$ cat config.mk
export PLATFORM = sky130hd
export DESIGN_NAME = threshold_neighbor_count_core
export DESIGN_NICKNAME = d
export VERILOG_FILES = /design/src/hw/rtl/tnc_pkg.sv /design/src/hw/rtl/threshold_neighbor_count_core.sv
export SDC_FILE = /design/constraint.sdc
export NUM_CORES = 1
export LEC_CHECK = 0
export BUFFER_PORTS_ARGS = -buffer_cell sky130_fd_sc_hd__buf_2
export CAP_MARGIN = 20
export CORE_AREA = 2 2 276 278
export CTS_CLUSTER_DIAMETER = 80
export DETAILED_ROUTE_END_ITERATION = 10
export DIE_AREA = 0 0 278 280
export PLACE_DENSITY_LB_ADDON = 0.12
export SLEW_MARGIN = 20
export SYNTH_ARGS = -nofsm -noshare
export SYNTH_HDL_FRONTEND = slang
export SYNTH_SLANG_ARGS = --single-unit
$ cat constraint.sdc
create_clock -name clk -period 7.8 [get_ports clk]
set_input_delay 0.78 -clock clk [delete_from_list [all_inputs] [get_ports clk]]
set_output_delay 0.78 -clock clk [all_outputs]
set_load 0.01 [all_outputs]
$ cat src/hw/rtl/tnc_pkg.sv
`timescale 1ns / 1ps
// Shared types and constants for the threshold neighbor count block.
// No dependencies.

package tnc_pkg;

  // configuration register indexes
  localparam logic [1:0] REG_FRAME_WIDTH  = 2'd0;
  localparam logic [1:0] REG_FRAME_HEIGHT = 2'd1;
  localparam logic [1:0] REG_THRESHOLD    = 2'd2;

  localparam int CFG_INDEX_W = 2;
  localparam int CFG_DATA_W  = 9;

  localparam int          RESET_SIZE      = 16;
  localparam logic [7:0]  RESET_THRESHOLD = 8'd127;

  typedef struct packed {
    logic [7:0] chan_a;
    logic [7:0] chan_b;
    logic [7:0] chan_c;
    logic       pad;
  } pixel_t;

  typedef struct packed {
    logic        cell_set;
    logic [3:0]  neighbour_count;
    logic [7:0]  cell_col;
    logic [7:0]  cell_row;
    logic        frame_last;
    logic [16:0] set_total;
  } result_t;

endpackage

$ cat src/hw/rtl/threshold_neighbor_count_core.sv
`timescale 1ns / 1ps
// A cell's result is registered in stage 1, then queued, after the item completing its
// 3x3 window (frame_width+1 items after the cell's pixel) is taken. One item per cycle
// unless the queue is full; the line memory is read and written once per item. Reset
// clears the counters, pipeline and result queue and loads register defaults; the line
// memory is not cleared, rows outside the frame are masked instead.
module threshold_neighbor_count_core
  import tnc_pkg::*;
#(
  parameter int MAX_WIDTH  = 256,
  parameter int MAX_HEIGHT = 256
) (
  input  logic                   clk,
  input  logic                   rst,
  input  logic                   pixel_valid,
  output logic                   pixel_ready,
  input  pixel_t                 pixel,
  output logic                   result_valid,
  input  logic                   result_ready,
  output result_t                result,
  input  logic                   cfg_valid,
  output logic                   cfg_ready,
  input  logic [CFG_INDEX_W-1:0] cfg_index,
  input  logic [CFG_DATA_W-1:0]  cfg_data
);

  localparam int CW  = $clog2(MAX_WIDTH + 1);   // frame width register
  localparam int HW  = $clog2(MAX_HEIGHT + 1);  // frame height register
  localparam int XW  = $clog2(MAX_WIDTH);       // column index
  localparam int RW  = $clog2(MAX_HEIGHT + 2);  // input row, runs to height+1 in flush
  localparam int ORW = $clog2(MAX_HEIGHT);      // output row
  localparam logic [CW-1:0] RESET_W =
    CW'((RESET_SIZE > MAX_WIDTH) ? MAX_WIDTH : RESET_SIZE);
  localparam logic [HW-1:0] RESET_H =
    HW'((RESET_SIZE > MAX_HEIGHT) ? MAX_HEIGHT : RESET_SIZE);

  // configuration
  logic [CW-1:0]  frame_w;
  logic [HW-1:0]  frame_h;
  logic [7:0]     threshold;
  logic           cfg_write;
  logic           size_write;
  logic [CW-1:0]  w_clamped;
  logic [HW-1:0]  h_clamped;

  // input side counters
  logic [XW-1:0]  vcol;
  logic [RW-1:0]  vrow;
  logic [XW-1:0]  out_col;
  logic [ORW-1:0] out_row;
  logic [16:0]    set_counter;

  logic           accept;
  logic           take;
  logic           pixel_phase;
  logic           emit;
  logic           last;
  logic [9:0]     chan_sum;
  logic [9:0]     set_limit;
  logic           set_now;
  logic           col_wrap;
  logic           fwd_next;

  // line memory: per column, {row y-1, row y-2} set flags
  logic [1:0]     line_mem [MAX_WIDTH];
  logic [1:0]     mem_rdata;
  logic [1:0]     mem_wdata;

  // stage 1
  logic           s1_valid;
  logic           s1_set;
  logic [XW-1:0]  s1_addr;
  logic           s1_emit;
  logic           s1_last;
  logic [7:0]     s1_col;
  logic [7:0]     s1_row;
  logic [16:0]    s1_total;
  logic           s1_left;
  logic           s1_right;
  logic           s1_top;
  logic           s1_bottom;
  logic           s1_fwd;
  logic [1:0]     s1_fwd_data;

  logic [1:0]     rd;
  logic [2:0]     new_col;
  logic [2:0]     col_p1;
  logic [2:0]     col_p2;
  logic [2:0]     row_mask;
  logic [2:0]     lm;
  logic [2:0]     rm;
  logic [2:0]     mm;
  logic [3:0]     nb_count;
  logic           own;
  result_t        res;

  // result queue
  result_t        fifo [3];
  logic [1:0]     wr_ptr;
  logic [1:0]     rd_ptr;
  logic [1:0]     q_count;
  logic           push;
  logic           pop;

  // ---------------- configuration ----------------
  assign cfg_ready  = 1'b1;
  assign cfg_write  = cfg_valid && cfg_ready;
  assign size_write = cfg_write &&
                      (cfg_index == REG_FRAME_WIDTH || cfg_index == REG_FRAME_HEIGHT);

  always_comb begin
    if (cfg_data == '0) begin
      w_clamped = CW'(1);
      h_clamped = HW'(1);
    end else begin
      w_clamped = (cfg_data > MAX_WIDTH) ? CW'(MAX_WIDTH) : CW'(cfg_data);
      h_clamped = (cfg_data > MAX_HEIGHT) ? HW'(MAX_HEIGHT) : HW'(cfg_data);
    end
  end

  always_ff @(posedge clk) begin
    if (rst) begin
      frame_w   <= RESET_W;
      frame_h   <= RESET_H;
      threshold <= RESET_THRESHOLD;
    end else if (cfg_write) begin
      case (cfg_index)
        REG_FRAME_WIDTH:  frame_w   <= w_clamped;
        REG_FRAME_HEIGHT: frame_h   <= h_clamped;
        REG_THRESHOLD:    threshold <= cfg_data[7:0];
        default:          ;
      endcase
    end
  end

  // ---------------- stage 0: counters and threshold ----------------
  assign accept      = pixel_valid && pixel_ready;
  assign pixel_phase = vrow < RW'(frame_h);
  // a pad item before the frame's last pixel is dropped
  assign take        = accept && !(pixel_phase && pixel.pad);

  // mean > t  <=>  sum > 3t+2
  assign chan_sum  = 10'(pixel.chan_a) + 10'(pixel.chan_b) + 10'(pixel.chan_c);
  assign set_limit = 10'({threshold, 1'b0}) + 10'(threshold) + 10'd2;
  assign set_now   = pixel_phase && (chan_sum > set_limit);

  // item k reports cell k-(width+1)
  assign emit     = (vrow >= RW'(2)) || (vrow == RW'(1) && vcol != '0);
  assign last     = emit && (HW'(out_row) == frame_h - HW'(1)) &&
                    (CW'(out_col) == frame_w - CW'(1));
  assign col_wrap = CW'(vcol) == frame_w - CW'(1);
  assign fwd_next = s1_valid && (s1_addr == vcol);

  always_ff @(posedge clk) begin
    if (rst || size_write) begin
      vcol        <= '0;
      vrow        <= '0;
      out_col     <= '0;
      out_row     <= '0;
      set_counter <= '0;
    end else if (take) begin
      if (last) begin
        vcol        <= '0;
        vrow        <= '0;
        out_col     <= '0;
        out_row     <= '0;
        set_counter <= '0;
      end else begin
        set_counter <= set_counter + 17'(set_now);
        if (col_wrap) begin
          vcol <= '0;
          vrow <= vrow + RW'(1);
        end else begin
          vcol <= vcol + XW'(1);
        end
        if (emit) begin
          if (CW'(out_col) == frame_w - CW'(1)) begin
            out_col <= '0;
            out_row <= out_row + ORW'(1);
          end else begin
            out_col <= out_col + XW'(1);
          end
        end
      end
    end
  end

  always_ff @(posedge clk) begin
    if (rst) begin
      s1_valid <= 1'b0;
    end else begin
      s1_valid <= take;
    end
  end

  always_ff @(posedge clk) begin
    if (take) begin
      s1_set      <= set_now;
      s1_addr     <= vcol;
      s1_emit     <= emit;
      s1_last     <= last;
      s1_col      <= 8'(out_col);
      s1_row      <= 8'(out_row);
      s1_total    <= last ? set_counter : '0;
      s1_left     <= out_col == '0;
      s1_right    <= CW'(out_col) == frame_w - CW'(1);
      s1_top      <= out_row == '0;
      s1_bottom   <= HW'(out_row) == frame_h - HW'(1);
      s1_fwd      <= fwd_next;
      s1_fwd_data <= mem_wdata;
    end
  end

  // ---------------- line memory ----------------
  always_ff @(posedge clk) begin
    if (take) begin
      mem_rdata <= line_mem[vcol];
    end
    if (s1_valid) begin
      line_mem[s1_addr] <= mem_wdata;
    end
  end

  // ---------------- stage 1: window and count ----------------
  // write in the previous cycle to the same column is not yet visible in the read
  assign rd        = s1_fwd ? s1_fwd_data : mem_rdata;
  assign new_col   = {s1_set, rd};          // {row y, row y-1, row y-2}
  assign mem_wdata = {s1_set, rd[1]};

  assign row_mask = {~s1_bottom, 1'b1, ~s1_top};
  assign lm       = s1_left  ? 3'b000 : (col_p2 & row_mask);
  assign rm       = s1_right ? 3'b000 : (new_col & row_mask);
  assign mm       = col_p1 & row_mask;
  assign own      = col_p1[1];
  assign nb_count = 4'(lm[0]) + 4'(lm[1]) + 4'(lm[2]) + 4'(rm[0]) + 4'(rm[1]) +
                    4'(rm[2]) + 4'(mm[0]) + 4'(mm[2]);

  always_comb begin
    res.cell_set        = own;
    res.neighbour_count = own ? 4'd0 : nb_count;
    res.cell_col        = s1_col;
    res.cell_row        = s1_row;
    res.frame_last      = s1_last;
    res.set_total       = s1_total;
  end

  always_ff @(posedge clk) begin
    if (s1_valid) begin
      col_p2 <= col_p1;
      col_p1 <= new_col;
    end
  end

  // ---------------- result queue ----------------
  // space is reserved for the item in stage 1, so a push never waits
  assign push         = s1_valid && s1_emit;
  assign pop          = result_valid && result_ready;
  assign result_valid = q_count != 2'd0;
  assign result       = fifo[rd_ptr];
  assign pixel_ready  = (3'(q_count) + 3'(push)) < 3'd3;

  always_ff @(posedge clk) begin
    if (rst) begin
      wr_ptr  <= '0;
      rd_ptr  <= '0;
      q_count <= '0;
    end else begin
      if (push) begin
        wr_ptr <= (wr_ptr == 2'd2) ? 2'd0 : wr_ptr + 2'd1;
      end
      if (pop) begin
        rd_ptr <= (rd_ptr == 2'd2) ? 2'd0 : rd_ptr + 2'd1;
      end
      q_count <= q_count + 2'(push) - 2'(pop);
    end
  end

  always_ff @(posedge clk) begin
    if (push) begin
      fifo[wr_ptr] <= res;
    end
  end

  // ---------------- assertions ----------------
  a_no_overflow: assert property (@(posedge clk) disable iff (rst)
    push && !pop |-> q_count < 2'd3)
    else $error("result queue overflow");

  a_fwd_same_col: assert property (@(posedge clk) disable iff (rst)
    s1_valid && s1_fwd |-> $past(s1_valid) && s1_addr == $past(s1_addr))
    else $error("forwarding without a write to the same column");

  a_set_no_count: assert property (@(posedge clk) disable iff (rst)
    push && res.cell_set |-> res.neighbour_count == 4'd0)
    else $error("set cell reports neighbours");

  a_total_on_last: assert property (@(posedge clk) disable iff (rst)
    push && !res.frame_last |-> res.set_total == '0)
    else $error("set total outside frame end");

endmodule
# == Yosys cells after proc, flatten, opt, wreduce, memory -nomap -nowiden ==
# Memories as Yosys holds them, arrays and structs flattened. A register that Yosys moved wholly into a read port is not among the register bits.
# Index checks and enable logic that the tools add are counted.
# totals
reg_bits,140
out_inout_bits,42
input_bits,41
ram_bits,629
n_memories,2
# memory_table
memory,words,width,read_ports,rd_ports_with_merged_regs,wr,line,rtl
line_mem,256,2,1,1,1,threshold_neighbor_count_core.sv:65,logic [1:0] line_mem [MAX_WIDTH];
fifo,3,39,1,1,1,threshold_neighbor_count_core.sv:98,result_t fifo [3];
# classes
reduce_logical,30
bitwise,5
n_addsub,23
order_cmp,5
n_mux,25
eq_ne,9
# ops
op,count
8-bit two-way mux,8
9-bit two-way mux,4
8-bit by 9-bit equality test with 1-bit output,3
"8-bit by 1-bit adder with 8-bit output, second input constant",3
9-bit by 8-bit adder with 10-bit output,2
"9-bit by 1-bit subtractor with 9-bit output, second input constant",2
17-bit by 1-bit adder with 17-bit output,1
17-bit two-way mux,1
4-bit by 1-bit adder with 4-bit output,4
8-bit zero test,2
1-bit logical AND,11
"10-bit by 2-bit adder with 10-bit output, second input constant",1
10-bit greater-than comparator,1
2-bit two-way mux,5
2-bit AND reduction,5
8-bit by 8-bit adder with 9-bit output,1
"9-bit by 1-bit adder with 9-bit output, second input constant",1
3-bit bitwise AND,3
"9-bit by 1-bit equality test with 1-bit output, second input constant",1
"9-bit by 2-bit greater-or-equal comparator with 1-bit output, second input constant",1
"9-bit greater-than comparator, second input constant",1
9-bit zero test,1
9-bit < comparator,1
8-bit equality test,1
other kinds (19),33

# == Depth between registers and ports, before layout ==
# depth
ltp_word,11
depth_mapped,24
ltp_nobuf,24

# == Worst setup path before layout ==
# No wires, ideal clock.
# synth_timing
path_type,register -> register
start,reg s1_set
end,"mem fifo[0][36] (netlist bit), data pin"
setup_time_ns,0.265
t_arrival_ns,5.471
path_buffers,0
path_stages_with_launch,9
path_slack_ns,2.064
cell_sequence,edfxtp_1 nand2_1 fa_1 fa_1 inv_1 ha_1 fa_1 xnor2_1 nor2_1
# synth_rtl
item,line,rtl
start: declaration,threshold_neighbor_count_core.sv:71,logic s1_set;
start signal: assignment,threshold_neighbor_count_core.sv:198,s1_set <= set_now;
end: declaration,threshold_neighbor_count_core.sv:98,

# == Worst setup path after layout ==
# layout_timing
start,in pixel[2] (netlist bit)
end,reg set_counter[16]
# layout_via
elab_chain_cells,5
# layout_lines
item,line,rtl
start: declaration,threshold_neighbor_count_core.sv:17,"input pixel_t pixel,"
9-bit by 8-bit adder with 10-bit output,threshold_neighbor_count_core.sv:143,assign chan_sum = 10'(pixel.chan_a) + 10'(pixel.chan_b) + 10'(pixel.chan_c);
10-bit greater-than comparator,threshold_neighbor_count_core.sv:145,assign set_now = pixel_phase && (chan_sum > set_limit);
1-bit logical AND,threshold_neighbor_count_core.sv:145,
named net set_now,threshold_neighbor_count_core.sv:60,logic set_now;
17-bit by 1-bit adder with 17-bit output,threshold_neighbor_count_core.sv:169,set_counter <= set_counter + 17'(set_now);
17-bit two-way mux,threshold_neighbor_count_core.sv:162,if (last) begin
end signal: assignment,threshold_neighbor_count_core.sv:169,
end: declaration,threshold_neighbor_count_core.sv:51,logic [16:0] set_counter;
# The timed path passes the listed nets, and every way through them passes these cells.
# A chain may end at the register's enable or synchronous reset.

==> flow_summary_export.csv <==
group,metric,value,unit
outcome,outcome,"completed",
power_and_ir_drop,p_total,9.447,mW
timing,tightest_slew,995.1,ps
critical_path,critPathMaxFanout,5,
timing,setup_violations,0,
timing,rsz0062_at_grt,"no",
synth,yosysMostFrequentCell,"edfxtp_1",
global_route,gr-total-overflow,0,
global_route,antenna_found_initial,0,
cts,cts_resized,0,
power_and_ir_drop,combPwrFrac,8.5,%
cts,worstSkewPairLatency,640,ps
power_and_ir_drop,power_report.internal_total,7.269,mW
detailed_routing,vias,19326,
cts,holdBufCountCts,0,
cts,clockRootBuffer,"clkbuf_16",
die,die_h,280,um
synth,synthArstFlopShare,0,%
die,initial_core_util,44.57,%
timing,clock.fmax,208.8,MHz
layout,area_growth,12.61,%
layout,drive_above_1_share,17.20,%
power_and_ir_drop,clock_power_share,41.5,%
timing,tns,0,ps
synth,synth_top_cell_area_share,61.65,%
power_and_ir_drop,p_leak,12.09,nW
synth,synth_nets,2446,
synth,synth_commonest_cells,"688 x edfxtp_1, 366 x nor2_1, 171 x nand2_1",
power_and_ir_drop,swShare,23.06,%
die,die_area,0.07784,mm^2
global_route,grt_pass1_wl,120.8,mm
power_and_ir_drop,vdd_drop_max,0.1792,mV
detailed_routing,detail_route.first_pass.iterations,6,
critical_path,startpoint_type,"input port",
global_route,grt_pass1_vias,19993,
synth,ys_types,77,
cts,clock_sinks,773,
detailed_routing,drt-vias-per-instance,5.613,
layout,nFillCells,6316,
die,core,0.07519,mm^2
global_route,grt_max_degree,260,
synth,synth_edf_count,688,
job,cap_violations,0,
layout,fin_cells,3443,
critical_path,endpoint_kind,"flop",
power_and_ir_drop,p_sw,2.178,mW
global_route,track_usage,20.60,%
critical_path,cp_data_arrival_time,5280,ps
power_and_ir_drop,p_seq_share,49.9,%
die,io_pins,83,
synth,yosysSeqAreaShare,66.73,%
synth,syn_area_per_cell,14.37,um^2
min_path,hold_path.class,"in -> reg",
timing,drv_slew,0,
timing,max_slew_margin,33.59,%
critical_path,required,8290,ps
synth,syn_area,0.03351,mm^2
cts,htree_levels,3,
timing,period_minus_slack,4789,ps
synth,yosys_register_bits,773,
die,rows,101,
die,fp.dieW,278,um
layout,diodes,0,
synth,yosys.area.top_type,"edfxtp_1",
power_and_ir_drop,cellPowerDensity,250.4,mW/mm^2
cts,cts_tree,"built",
timing,hold_violations,0,
placement,dp.cells,3287,
layout,layout.nets,2511,
detailed_routing,wire_per_inst,23.05,um
placement,dp_hpwl,47.91,mm
cts,post-cts-setup-buffers,0,
synth,netlist_instances,2332,
critical_path,worstSetupPathType,"in -> reg",
cts,clockBufferDepth,3,
timing,post-route-period-util,61.40,%
cts,clk_pin_slew,60,ps
placement,io_buffers,81,
synth,ys_top_cells_by_area,"edfxtp_1 62%, mux4_2 9.1%, dfxtp_1 5.1%, nor2_1 4.1%, ha_1 2.2%",
synth,yosys_warnings,0,
timing,skew,19.49,ps
synth,synth_ff_type,"edfxtp_1",
detailed_routing,drc_errors,0,
cts,cts_buffers,84,
detailed_routing,drt_iter0_drc,1730,
detailed_routing,drt-total-wl,79.36,mm
placement,routabilityCongestion,0.8076,
detailed_routing,ant_nets,0,
-- worst paths after layout --
path,start,end,slack (ps),depth (start not counted)
max reg2reg,threshold[1],set_counter[16],3260,24
min reg2reg,col_p1[0],col_p2[0],450,0
max,pixel[2],set_counter[16],3010,25
min,cfg_data[0],threshold[0],430,2
-- registers in the layout (all words and copies together) (netlist names), 9 cells and up, named ones only --
signal       flops
s1_total        17
frame_w          9
set_counter     17
frame_h          9
vrow             9
fifo           117
line_mem       512
-- power by group through the flow --
stage                     clock, mW  combinational [mW]  sequential [mW]
after floorplan                   0               0.502             4.86
after global placement            0               0.795             4.80
after detailed placement          0               0.816             4.81
after CTS                      4.02               0.816             4.72
after global routing           4.18               0.897             4.72
final                          3.92               0.806             4.72
-- cells by family after synthesis --
family	after synthesis	share of synthesized area, %
simple gates	780	10.59
flops	773	66.73
compound gates	224	4.298
buf+inv	211	2.517
mux	191	10.75
xor+xnor	79	2.065
fa+ha+maj	73	3.039
other cells	1	0.01119
-- critical path, cell delays in order --
cell and delay, ps:
buf_2 80, inv_1 40, fa_1 520, inv_1 40, ha_1 210, fa_1 460, a21oi_1 140, nor2_1 50
nor2_1 160, nor2b_1 70, o21a_1 180, o21ai_0 140, a21oi_1 90, ha_1 290, nand3_1 100, nor3_1 50
a21oi_1 120, nand3_1 90, a31oi_1 510, ha_1 290, ha_1 250, nand3_1 180, nor3_1 230, xnor2_1 150
nor2_1 50
-- per-layer routing --
metal,global-route usage (%),wire length [um],vias to the layer above
li1,-,-,8847
met1,25.85,32240,9827
met2,35.96,40480,513
met3,3.972,4324,139
met4,6.805,2320,0
met5,0,0,-
-- layout make-up --
type	instances	area, um^2	area share (%)
clock buffers	103	2246	5.952
multi-input cells	1348	10340	27.40
inverters	65	244.0	0.6466
repair buffers	125	800.8	2.122
flip-flops and latches	773	22370	59.29
well taps	978	1224	3.243
clock inverters	51	505.5	1.340
-- through the flow --
step                hold slack, ps  worst slack (ps)  cell area, um^2  util, %
global route                 409.3              2741            37730    50.18
finish                       428.3              3011            37730    50.18
global placement             439.7              2322            34930    46.45
CTS                          396.9              2955            37680    50.11
floorplan                    406.4              2064            33510        -
detailed placement           441.2              2260            34930    46.45
-- cells in the final DEF (no fill, tap or decap), drive strengths merged, types with 8 or more instances in the layout --
cell type / synthesis / routed
mux2i: 54 / 54
clkinv: 1 / 34
ha: 59 / 59
nor3: 22 / 22
nor3b: 8 / 8
and2: 17 / 17
o21a: 8 / 8
a21oi: 67 / 67
inv: 64 / 69
fa: 14 / 14
nand3: 47 / 47
clkbuf: 108 / 103
dfxtp: 85 / 85
nand4: 29 / 29
nand2b: 12 / 12
buf: 38 / 125
xor2: 37 / 37
o21ai: 53 / 53
nor4: 16 / 16
edfxtp: 688 / 688
nand2: 171 / 171
a31oi: 9 / 9
mux4: 135 / 135
nor2: 367 / 367
and3: 22 / 22
nor2b: 33 / 33
xnor2: 42 / 42
a22oi: 17 / 17
nand3b: 8 / 8
No activity file was read; power rests on OpenSTA's default activity.
